### config.mk
export PLATFORM = sky130hd
export DESIGN_NAME = npcs_front_flat
export DESIGN_NICKNAME = d
export VERILOG_FILES = /design/src/hw/rtl/npcs_pkg.sv /design/src/hw/rtl/npcs_if.sv /design/src/hw/rtl/npcs_front.sv /design/src/flat_wrapper.sv
export SDC_FILE = /design/constraint.sdc
export NUM_CORES = 1
export LEC_CHECK = 0
export BUFFER_PORTS_ARGS = -buffer_cell sky130_fd_sc_hd__buf_2
export CORE_ASPECT_RATIO = 0.7
export CORE_MARGIN = 8
export CORE_UTILIZATION = 24
export DETAILED_ROUTE_END_ITERATION = 10
export GPL_TIMING_DRIVEN = 1
export SYNTH_ARGS = -nofsm -noshare
export SYNTH_HDL_FRONTEND = slang
export SYNTH_SLANG_ARGS = --single-unit
### constraint.sdc
create_clock -name clk -period 1.82 [get_ports clk]
set_input_delay 0.091 -clock clk [delete_from_list [all_inputs] [get_ports clk]]
set_output_delay 0.091 -clock clk [all_outputs]
set_load 0.01 [all_outputs]
### src/hw/rtl/npcs_pkg.sv
// ----------------------------------------------------------------------------
// npcs_pkg
// Shared widths, codes and the command type of the nearest palette color
// search unit.
// ----------------------------------------------------------------------------
package npcs_pkg;

  localparam int CHAN_W               = 8;
  localparam int INDEX_W              = 8;
  localparam int SIZE_W               = 9;
  localparam int ENTRY_W              = 3 * CHAN_W;
  localparam int SQ_W                 = 2 * CHAN_W;
  // Three squared 8-bit differences sum to at most 195075, which fits 18 bits.
  localparam int DIST_W               = SQ_W + 2;
  localparam int DEFAULT_PALETTE_DEPTH = 256;
  localparam int QUEUE_DEPTH          = 2;

  // Starting distance of a search. All ones lies above any real distance,
  // so the first entry always wins, as with a start of 0x7FFFFFFF.
  localparam logic [DIST_W-1:0] DIST_START = '1;

  localparam logic OP_WRITE = 1'b0;
  localparam logic OP_QUERY = 1'b1;

  typedef struct packed {
    logic              is_query;
    logic [INDEX_W-1:0] entry_index;
    logic [CHAN_W-1:0]  red;
    logic [CHAN_W-1:0]  green;
    logic [CHAN_W-1:0]  blue;
  } npcs_cmd_t;

endpackage

### src/hw/rtl/npcs_if.sv
// ----------------------------------------------------------------------------
// npcs interfaces
// Valid/ready channels for input items, results and the configuration write.
// ----------------------------------------------------------------------------
interface npcs_in_if import npcs_pkg::*; ();
  logic               valid;
  logic               ready;
  logic               op;
  logic [INDEX_W-1:0] entry_index;
  logic [CHAN_W-1:0]  red;
  logic [CHAN_W-1:0]  green;
  logic [CHAN_W-1:0]  blue;

  modport source (output valid, op, entry_index, red, green, blue, input ready);
  modport sink   (input valid, op, entry_index, red, green, blue, output ready);
endinterface


### src/hw/rtl/npcs_front.sv
// ----------------------------------------------------------------------------
// npcs_front
// Accepts input items, drops writes beyond the palette depth and queues the
// remaining commands for the search engine.
// ----------------------------------------------------------------------------
module npcs_front import npcs_pkg::*; #(
  parameter int PALETTE_DEPTH = DEFAULT_PALETTE_DEPTH
) (
  input  logic      clk,
  input  logic      rst,
  npcs_in_if.sink   item,
  output logic      cmd_valid,
  input  logic      cmd_ready,
  output npcs_cmd_t cmd
);

  localparam int AW  = (PALETTE_DEPTH > 1) ? $clog2(PALETTE_DEPTH) : 1;
  localparam int IW  = (AW > INDEX_W) ? AW : INDEX_W;
  localparam int QAW = (QUEUE_DEPTH > 1) ? $clog2(QUEUE_DEPTH) : 1;
  localparam int QCW = $clog2(QUEUE_DEPTH + 1);

  npcs_cmd_t      queue [QUEUE_DEPTH];
  logic [QAW-1:0] wr_ptr;
  logic [QAW-1:0] rd_ptr;
  logic [QCW-1:0] count;

  logic [IW:0] wide_index;
  logic        in_range;
  logic        keep;
  logic        push;
  logic        pop;
  npcs_cmd_t   incoming;

  assign wide_index = (IW + 1)'(item.entry_index);
  assign in_range   = wide_index < (IW + 1)'(PALETTE_DEPTH);
  assign keep       = (item.op == OP_QUERY) || in_range;

  assign incoming.is_query    = (item.op == OP_QUERY);
  assign incoming.entry_index = item.entry_index;
  assign incoming.red         = item.red;
  assign incoming.green       = item.green;
  assign incoming.blue        = item.blue;

  assign item.ready = (count != QCW'(QUEUE_DEPTH));
  // A write outside the palette completes its transaction but is not queued.
  assign push       = item.valid && item.ready && keep;
  assign cmd_valid  = (count != '0);
  assign pop        = cmd_valid && cmd_ready;
  assign cmd        = queue[rd_ptr];

  always_ff @(posedge clk) begin
    if (push) begin
      queue[wr_ptr] <= incoming;
    end
  end

  always_ff @(posedge clk) begin
    if (rst) begin
      wr_ptr <= '0;
      rd_ptr <= '0;
      count  <= '0;
    end else begin
      if (push) begin
        wr_ptr <= (wr_ptr == QAW'(QUEUE_DEPTH - 1)) ? '0 : wr_ptr + 1'b1;
      end
      if (pop) begin
        rd_ptr <= (rd_ptr == QAW'(QUEUE_DEPTH - 1)) ? '0 : rd_ptr + 1'b1;
      end
      case ({push, pop})
        2'b10:   count <= count + 1'b1;
        2'b01:   count <= count - 1'b1;
        default: count <= count;
      endcase
    end
  end

  a_count_bound: assert property (@(posedge clk) disable iff (rst)
    count <= QCW'(QUEUE_DEPTH))
    else $error("command queue count beyond its depth");

  a_no_push_full: assert property (@(posedge clk) disable iff (rst)
    (count == QCW'(QUEUE_DEPTH)) |-> !push)
    else $error("push into a full command queue");

  a_count_track: assert property (@(posedge clk) disable iff (rst)
    (push && !pop) |=> (count == $past(count) + 1'b1))
    else $error("command queue count did not follow a push");

endmodule

### src/flat_wrapper.sv
// flat-port wrapper written by rule: the top's interface ports become plain ports
module npcs_front_flat import npcs_pkg::*;
#(
  parameter int PALETTE_DEPTH = DEFAULT_PALETTE_DEPTH
)
  (clk, rst, cmd_valid, cmd_ready, cmd, item_valid, item_op, item_entry_index, item_red, item_green, item_blue, item_ready);
  npcs_in_if item_i ();
  input  logic clk;
  input  logic rst;
  output logic cmd_valid;
  input  logic cmd_ready;
  output npcs_cmd_t cmd;
  input wire logic [$bits(item_i.valid)-1:0] item_valid;
  input wire logic [$bits(item_i.op)-1:0] item_op;
  input wire logic [$bits(item_i.entry_index)-1:0] item_entry_index;
  input wire logic [$bits(item_i.red)-1:0] item_red;
  input wire logic [$bits(item_i.green)-1:0] item_green;
  input wire logic [$bits(item_i.blue)-1:0] item_blue;
  output wire logic [$bits(item_i.ready)-1:0] item_ready;
  assign item_i.valid = item_valid;
  assign item_i.op = item_op;
  assign item_i.entry_index = item_entry_index;
  assign item_i.red = item_red;
  assign item_i.green = item_green;
  assign item_i.blue = item_blue;
  assign item_ready = item_i.ready;
  npcs_front #(.PALETTE_DEPTH(PALETTE_DEPTH)) u_core (.clk(clk), .rst(rst), .item(item_i), .cmd_valid(cmd_valid), .cmd_ready(cmd_ready), .cmd(cmd));
endmodule
==> flow_summary.json, run 1 <==
{
  "fin_ws_ns": 0.257,
  "synth_xor_area_share_pct": 1.01,
  "antenna_cells": 0,
  "wirelength_mm": 5.49,
  "period_minus_slack_ns": 1.56,
  "slew_viol_final": 0,
  "min_from": "item_valid",
  "multiInputGateArea_um2": 492,
  "first_global_vias": 1743,
  "viasPerCell": 3.99,
  "seq_area_um2": 2080,
  "cts_sinks": 71,
  "regToRegEndpoint": "u_core.count[1]$_SDFFE_PP0P_",
  "io-pin-count": 72,
  "final_common_cell": "buf_2",
  "postPlaceCellArea_um2": 3140,
  "synthMuxAreaShare_pct": 14.3,
  "syn2layout_area_growth_pct": 44.7,
  "netlist_area_um2": 2600,
  "fp.dieW_um": 140,
  "drive_gt1_share_pct": 50.4,
  "ys_warn_count": 0,
  "syn_avg_cell_area_um2": 20.4,
  "grtUsageTotal_pct": 8.33,
  "status": "finished clean",
  "reg2reg_from": "u_core.count[0]$_SDFFE_PP0P_",
  "overflow": 0,
  "worstHoldPathCells": 3,
  "setup_tns_ns": 0,
  "initial_core_util_pct": 24.9,
  "clk_path_buf_depth": 2,
  "synth_seq_cells": 71,
  "vias": 1526,
  "port_buffers": 71,
  "finalHoldViolations": 0,
  "htreeDepth": 3,
  "core_um2": 10400,
  "fmax_mhz": 640,
  "cts_buffers": 9,
  "final_cell_mix": "buf_2, edfxtp_1, dlygate4sd3_1, mux2_2, clkbuf_16",
  "required_ns": 2.07,
  "die-area_um2": 14500,
  "max-slew-margin-rel_pct": 83.3,
  "crit_fanout": 5,
  "rows": 31,
  "cp.arrival_ns": 1.82,
  "cts_tree": "built",
  "avgRoutedWirePerCell_um": 14.4,
  "ys_types": 19,
  "setup_viol": 0,
  "synthCells": 127,
  "p_per_area_nw_per_um2": 1340,
  "place_congestion": 0.709,
  "die_y_um": 103,
  "leakagePower_uw": 0.00142,
  "dr.pass1.iters": 3,
  "postRouteAntennaNets": 0,
  "min_period_over_period_pct": 85.9,
  "syn-num-nets": 165,
  "worst_r2r_path_depth": 5,
  "skew_ns": 0.00687,
  "cts_resized": 0,
  "nNetsFinal": 283,
  "yosys.area_share.simple_pct": 1.83,
  "hpwl_mm": 3.69,
  "pre_cts_slack_ns": 0.253,
  "clkSlewWorstSetupHoldPaths_ns": 0.05,
  "finalInstanceArea_um2": 3760,
  "vdd_ir_drop_max_v": 0.000687,
  "antenna_found_initial": 0,
  "nFillCells": 1011,
  "start_kind": "register",
  "rsz0062_at_grt": "false",
  "reg2reg_slack_ns": 0.26,
  "maxCapViolations": 0,
  "hold_path_class": "in -> reg",
  "worstMarginPinSlew_ns": 0.251,
  "grt_pass1_wl_mm": 8.91,
  "synth_top_family_by_area": "multiplexers",
  "cts-root-buf": "clkbuf_16",
  "min_to": "u_core.wr_ptr$_SDFFE_PP0N_",
  "criticalPathCategory": "reg -> reg",
  "ys_seq_area_share_pct": 80.2,
  "end_kind": "register",
  "clk_latency_ns": 0.33,
  "grt_max_degree": 18,
  "drc": 0,
  "first_iter_violations": 39,
  "synth-compound-area-share_pct": 1.25,
  "synthAdderAreaFrac_pct": 0.482
}
## synth_stat cells (all sizes together)
cell,count,area [um^2]
mux2,33,372
or3,1,6.26
buf,4,20.0
o21ai,1,5.00
a21bo,1,10.0
inv,1,3.75
a21oi,2,10.0
o21a,1,7.51
nor2,3,11.3
xor2,1,8.76
nand2,1,3.75
xnor2,2,17.5
ha,1,12.5
nand3b,1,7.51
and3,1,6.26
edfxtp,66,1980
dfxtp,5,100
nand2b,1,6.26
or2,1,6.26
## layout make-up
type / count / area share (%)
Sequential cell: 71 / 55.4
Inverter: 1 / 0.0999
Clock buffer: 15 / 7.13
Clock inverter: 1 / 0.133
Tap cell: 132 / 4.40
Timing Repair Buffer: 111 / 19.7
Multi-Input combinational cell: 51 / 13.1
## flip-flops by register name, indices dropped and copies added (netlist names), named ones only
signal         flops
u_core.queue      66
u_core.count       2
u_core.rd_ptr      1
u_core.wr_ptr      1
## routing by layer
layer,share of wire (%),global-route usage [%],vias up
met5,0,0,-
met1,42,8.99,736
met3,11,5.41,10
met4,1.5,3.49,0
met2,45,12.9,54
li1,-,-,726
## worst max-delay path by stage
stage / slack, ns / start / cells past startpoint / to
2_1_floorplan: 0.04 / u_core.count[0]$_SDFFE_PP0P_ / 3 / u_core.queue[0][0]$_DFFE_PP_
3_3_place_gp: 0.32 / u_core.count[0]$_SDFFE_PP0P_ / 5 / u_core.count[1]$_SDFFE_PP0P_
3_5_place_dp: 0.25 / u_core.count[0]$_SDFFE_PP0P_ / 5 / u_core.count[1]$_SDFFE_PP0P_
4_1_cts: 0.25 / u_core.count[0]$_SDFFE_PP0P_ / 5 / u_core.count[1]$_SDFFE_PP0P_
5_1_grt: 0.17 / u_core.count[0]$_SDFFE_PP0P_ / 6 / u_core.count[1]$_SDFFE_PP0P_
6_report: 0.26 / u_core.count[0]$_SDFFE_PP0P_ / 5 / u_core.count[1]$_SDFFE_PP0P_
## timing repair
item / CTS / global route
hold buffers: 34 / 0
hold endpoints to repair: 71 / 0
setup buffers: 0 / 0
## through the flow
stage	std cells	hold slack [ns]	total power (uW)	util, %
after floorplan	127	0.160	2960	-
after global placement	332	0.279	3470	30.1
after detailed placement	332	0.282	3490	30.1
after CTS	382	0.0828	5160	36.0
after global routing	382	0.103	5330	36.0
final	382	0.103	5050	36.0
## logic make-up after synthesis
logic type	Yosys count
AND/OR/NAND/NOR	9
adder cells (fa/ha/maj)	1
flip-flops	71
multiplexers	33
AO/OA/AOI/OAI	5
buffers and inverters	5
XOR/XNOR	3
## power by group
part | total, uW | switching [uW] | internal (uW)
combinational | 1340 | 685 | 651
sequential | 2140 | 72.3 | 2070
clock | 1570 | 574 | 995
total | 5050 | 1330 | 3720
## critical path, cell delays in order, from the launching register on
cell and delay, ns:
dfxtp_1 0.40, nand2b_1 0.21, nand2_1 0.08, ha_1 0.31, or3_1 0.35, a21oi_1 0.15
Note: power is estimated with default switching activity, not from simulation.
==> inputs of run 2 (changes only) <==
--- a/config.mk
+++ b/config.mk
@@ -5,6 +5,7 @@
 export SDC_FILE = /design/constraint.sdc
 export NUM_CORES = 1
 export LEC_CHECK = 0
+export ABC_AREA = 1
 export BUFFER_PORTS_ARGS = -buffer_cell sky130_fd_sc_hd__buf_2
 export CORE_ASPECT_RATIO = 0.7
 export CORE_MARGIN = 8
==> constraint.sdc (replaced) <==
create_clock -name clk -period 2 [get_ports clk]
set_input_delay 0.1 -clock clk [delete_from_list [all_inputs] [get_ports clk]]
set_output_delay 0.1 -clock clk [all_outputs]
set_load 0.01 [all_outputs]
==> flow_summary.json, run 2 <==
{
  "status": "finished clean",
  "clkSlewWorstSetupHoldPaths_ns": 0.05,
  "yosysTopAreaCell": "edfxtp_1",
  "crit_slowest_cell": "mux2_2",
  "min_to": "u_core.wr_ptr$_SDFFE_PP0N_",
  "cts-root-buf": "clkbuf_16",
  "p_switching_uw": 1070,
  "final_common_cell": "buf_2",
  "cts_tree": "built",
  "synthCells": 141,
  "cts_resized": 0,
  "met2_usage_pct": 12.1,
  "min_from": "item_valid",
  "crit_fanout": 17,
  "synth_edf_count": 66,
  "seqPwrFrac_pct": 43.3,
  "pre_cts_slack_ns": 0.435,
  "clk_path_buf_depth": 2,
  "leakagePower_uw": 0.00155,
  "p_int_uw": 3250,
  "synth_most_common_cell": "edfxtp_1",
  "synth.top_cells.by_count": "edfxtp_1, mux2_4, nor2_1",
  "worstPathCellList": "buf_4 -> mux2_2 -> buf_2",
  "drive_gt1_share_pct": 47.9,
  "skew_ns": 0.00440,
  "vdd_ir_drop_max_v": 0.000603,
  "avgRoutedWirePerCell_um": 13.3,
  "grt_pass1_wl_mm": 8.65,
  "dr.pass1.iters": 4,
  "p_total_uw": 4310,
  "die_y_um": 106,
  "antenna_cells": 0,
  "vias": 1573,
  "finalInstanceArea_um2": 3950,
  "postPlaceCellArea_um2": 3330,
  "worst_r2r_path_depth": 5,
  "fin_ws_ns": 0.435,
  "maxCapViolations": 0,
  "nNetsFinal": 294,
  "ys_types": 15,
  "grt.met3_usage_pct": 4.16,
  "rsz0062_at_grt": "false",
  "die-area_um2": 15300,
  "first_global_vias": 1731,
  "slowest_delay_ns": 0.38,
  "synth_seq_cells": 71,
  "reg2reg_from": "u_core.count[0]$_SDFFE_PP0P_",
  "met1_usage_pct": 8.37,
  "overflow": 0,
  "cts_setup_buffers": 0,
  "setup_tns_ns": 0,
  "p_comb_share_pct": 21.7,
  "final_cell_mix": "buf_2, edfxtp_1, dlygate4sd3_1, mux2_4, clkbuf_16",
  "first_iter_violations": 28,
  "htreeDepth": 3,
  "criticalPathCategory": "reg -> out",
  "hpwl_mm": 3.83,
  "slew_viol_final": 0,
  "required_ns": 1.90,
  "wirelength_mm": 5.57,
  "io-pin-count": 72,
  "largest_register_ffs": 66,
  "p_per_area_nw_per_um2": 1090,
  "reg2reg_slack_ns": 0.46,
  "max-slew-margin-rel_pct": 78.4,
  "switching_share_pct": 24.8,
  "place_congestion": 0.667,
  "clockPowerShare_pct": 35.0,
  "core_um2": 11500,
  "ys_warn_count": 0,
  "clk_latency_ns": 0.32,
  "grt_max_degree": 27,
  "period_minus_slack_ns": 1.57,
  "worstHoldPathCells": 3,
  "reg.largest.list": "u_core.queue (66), u_core.count (2)",
  "synth.top_cells.by_area": "edfxtp_1, mux2_4, dfxtp_1",
  "worstMarginPinSlew_ns": 0.324,
  "antenna_found_initial": 0,
  "start_kind": "register",
  "nFillCells": 1155,
  "postRouteAntennaNets": 0,
  "cts_buffers": 9,
  "grt_most_used_layer": "met2",
  "regToRegEndpoint": "u_core.queue[1][15]$_DFFE_PP_",
  "initial_core_util_pct": 24.2,
  "viasPerCell": 3.76,
  "min_period_over_period_pct": 78.3,
  "yosysTopAreaCellShare_pct": 71.3,
  "top_register": "u_core.queue",
  "syn2layout_area_growth_pct": 42.1,
  "grtUsageTotal_pct": 7.57,
  "synth_flop_cell": "edfxtp_1",
  "setup_viol": 0,
  "fp.dieW_um": 145,
  "hold_path_class": "in -> reg",
  "ys_seq_area_share_pct": 74.9,
  "syn-num-nets": 179,
  "port_buffers": 71,
  "drc": 0,
  "end_kind": "primary output",
  "cp.arrival_ns": 1.47,
  "rows": 33,
  "fmax_mhz": 639,
  "fin_util_pct": 34.4,
  "cts_sinks": 71,
  "synthArstFlopShare_pct": 0,
  "finalHoldViolations": 0,
  "netlist_area_um2": 2780,
  "syn_avg_cell_area_um2": 19.7
}
## run 2: metrics by stage
stage / hold WS (ns) / std cells
after global routing: 0.0910 / 418
after floorplan: 0.199 / 141
after CTS: 0.0452 / 418
final: 0.0557 / 418
after detailed placement: 0.291 / 369
after global placement: 0.290 / 369
## run 2: how the worst max path moves through the flow
stage / slack, ns / endpoint / depth (start not counted)
after global routing: 0.33 / u_core.queue[0][13]$_DFFE_PP_ / 5
final: 0.43 / cmd[1] / 3
after detailed placement: 0.43 / u_core.queue[0][22]$_DFFE_PP_ / 5
after floorplan: -0.48 / u_core.queue[0][0]$_DFFE_PP_ / 4
after global placement: 0.47 / u_core.queue[0][9]$_DFFE_PP_ / 5
after CTS: 0.39 / cmd[27] / 3
## run 2: cell type report
class,instances,area (um^2),share of cell area (%)
tap,157,196,4.97
multi-input combinational,58,611,15.5
clock buffer,9,225,5.70
clock inverter,7,63.8,1.62
timing repair buffer,108,741,18.8
inverter,8,30.0,0.760
sequential,71,2080,52.7
## run 2: timing repair
item	4_1_cts	5_1_grt
hold endpoints to repair	66	0
setup endpoints to repair	0	0
hold buffers	33	0
## run 2: cell families after synthesis
logic type | share of synthesized area (%)
AO/OA/AOI/OAI | 0.900
AND/OR/NAND/NOR | 2.66
flip-flops | 74.9
buffers and inverters | 3.65
multiplexers | 17.4
adder cells (fa/ha/maj) | 0.450
## run 2: power groups by stage
stage / Clock (uW) / Combinational (uW) / Sequential (uW)
5_1_grt: 1620 / 1030 / 1880
6_report: 1510 / 937 / 1870
3_5_place_dp: 0 / 916 / 1900
2_1_floorplan: 0 / 630 / 1890
3_3_place_gp: 0 / 910 / 1890
4_1_cts: 1560 / 969 / 1870
## run 2: routing by layer
| layer | up-vias | part of all wire (%) |
|---|---|---|
| li1 | 762 | - |
| met1 | 752 | 43 |
| met2 | 52 | 47 |
| met3 | 7 | 9.2 |
| met4 | 0 | 1.0 |
| met5 | - | 0 |
## run 2: worst max-delay path, delay by kind of cell, from the launching register on
family | cells | cell delay (ns)
buf+inv | 2 | 0.44
mux | 1 | 0.38
flops | 1 | 0.32
==> inputs of run 3 (changes only) <==
==> constraint.sdc (replaced) <==
create_clock -name clk -period 1.5 [get_ports clk]
set_input_delay 0.075 -clock clk [delete_from_list [all_inputs] [get_ports clk]]
set_output_delay 0.075 -clock clk [all_outputs]
set_load 0.01 [all_outputs]
==> flow_summary.json, run 3 (same netlist as run 2, synthesis figures left out) <==
{
  "clockPowerShare_pct": 36.0,
  "rows": 33,
  "first_iter_violations": 48,
  "p_comb_share_pct": 22.3,
  "nNetsFinal": 296,
  "max-slew-margin-rel_pct": 87.8,
  "p_int_uw": 4590,
  "setup_tns_ns": 0,
  "antenna_found_initial": 0,
  "rsz0062_at_grt": "false",
  "min_from": "rst",
  "cts_setup_buffers": 0,
  "viasPerCell": 3.67,
  "cp.arrival_ns": 1.37,
  "final_cell_mix": "buf_2, edfxtp_1, dlygate4sd3_1, mux2_4, clkbuf_16",
  "dr.pass1.iters": 4,
  "io-pin-count": 72,
  "slew_viol_final": 0,
  "wirelength_mm": 5.36,
  "min_period_over_period_pct": 96.5,
  "largest_register_ffs": 66,
  "clkSlewWorstSetupHoldPaths_ns": 0.05,
  "fp.dieW_um": 145,
  "drc": 0,
  "die_y_um": 106,
  "seqPwrFrac_pct": 41.7,
  "crit_family": "flip-flops",
  "wl_met1_mm": 2.29,
  "die-area_um2": 15300,
  "holdWs_ns": 0.0377,
  "hpwl_mm": 3.81,
  "syn2layout_area_growth_pct": 46.2,
  "cts-root-buf": "clkbuf_16",
  "status": "finished clean",
  "crit_buf_inv": 2,
  "grt_max_degree": 19,
  "skew_ns": 0.00548,
  "clk_path_buf_depth": 2,
  "maxCapViolations": 0,
  "slowest_delay_ns": 0.37,
  "avgRoutedWirePerCell_um": 12.8,
  "grtUsageTotal_pct": 7.04,
  "required_ns": 1.42,
  "wl_met2_mm": 2.44,
  "reg.largest.list": "u_core.queue (66), u_core.count (2)",
  "vias": 1542,
  "grt_pass1_wl_mm": 8.07,
  "hold_path_class": "in -> reg",
  "crit_slowest_cell": "dfxtp_4",
  "antenna_cells": 0,
  "cts_tree": "built",
  "reg2reg_from": "u_core.count[1]$_SDFFE_PP0P_",
  "cts_sinks": 71,
  "htreeDepth": 3,
  "drive_gt1_share_pct": 49.4,
  "top_register": "u_core.queue",
  "crit_fanout": 18,
  "worstPathCellList": "buf_12 -> mux2_2 -> buf_2",
  "place_congestion": 0.682,
  "clk_latency_ns": 0.32,
  "wl_met3_um": 563,
  "criticalPathCategory": "reg -> out",
  "overflow": 0,
  "p_switching_uw": 1410,
  "vdd_ir_drop_max_v": 0.000604,
  "postRouteAntennaNets": 0,
  "fmax_mhz": 691,
  "cts_buffers": 9,
  "period_minus_slack_ns": 1.45,
  "switching_share_pct": 23.5,
  "core_um2": 11500,
  "leakagePower_uw": 0.00160,
  "end_kind": "primary output",
  "worstMarginPinSlew_ns": 0.183,
  "start_kind": "register",
  "top_layer_used": "met4",
  "p_per_area_nw_per_um2": 1480,
  "first_global_vias": 1662,
  "finalHoldViolations": 0,
  "port_buffers": 71,
  "final_common_cell": "buf_2",
  "setup_viol": 0,
  "initial_core_util_pct": 24.2
}
run 3: cell count changes in the layout (fill, tap and decap cells not counted), moves of 2 or more:
| cell | delta |
|---|---|
| buf_12 | +4 |
| clkbuf_1 | +3 |
| nand2_1 | -2 |
| buf_4 | -2 |
| clkinv_2 | +2 |
| clkinvlp_4 | -3 |
| clkinv_1 | -3 |
| nand2_4 | +2 |
run 3: power by group through the flow:
stage	registers [uW]	clock network [uW]	logic, uW
after floorplan	2520	0	868
after global placement	2530	0	1270
after detailed placement	2550	0	1280
after CTS	2510	2230	1350
after global routing	2520	2300	1450
final	2510	2160	1340
run 3: area by class of cell:
| type | count | area (um^2) |
|---|---|---|
| multi-input combinational | 58 | 638 |
| sequential | 71 | 2090 |
| fill | 1128 | 7420 |
| clock buffer | 12 | 236 |
| clock inverter | 4 | 70.1 |
| timing repair buffer | 110 | 806 |
| tap | 157 | 196 |
| inverter | 8 | 30.0 |
run 3: worst min-delay path: stages:
cell	delay (ns)
buf_2	0.07
inv_1	0.06
nand2_1	0.07
nor2_1	0.04
run 3: layer usage:
metal / global-route usage, % / vias up
met4: 3.11 / 0
met1: 7.40 / 726
met3: 4.34 / 8
met5: 0 / -
met2: 11.1 / 51
li1: - / 757
run 3: timing repair:
item,in CTS,in global routing
hold buffers,33,0
endpoints found under the setup margin,0,3
resized for setup,0,2
endpoints found under the hold margin,66,0
run 3: stage by stage:
stage	cells	util [%]	setup WS [ns]	power, uW	instance area, um^2
final	420	35.4	0.0518	6000	4060
after global routing	420	35.4	0.00162	6270	4060
after CTS	420	35.3	0.00106	6090	4050
after detailed placement	371	29.7	0.123	3830	3410
after global placement	371	29.7	0.191	3810	3410
after floorplan	141	-	0.0101	3390	2810
run 3: final timing paths:
| check | endpoint | slack (ns) | cells past startpoint |
|---|---|---|---|
| max | cmd[1] | 0.05 | 3 |
| min | u_core.count[1]$_SDFFE_PP0P_ | 0.04 | 4 |
| max reg2reg | u_core.count[1]$_SDFFE_PP0P_ | 0.19 | 9 |
| min reg2reg | u_core.rd_ptr$_SDFFE_PP0P_ | 0.51 | 2 |
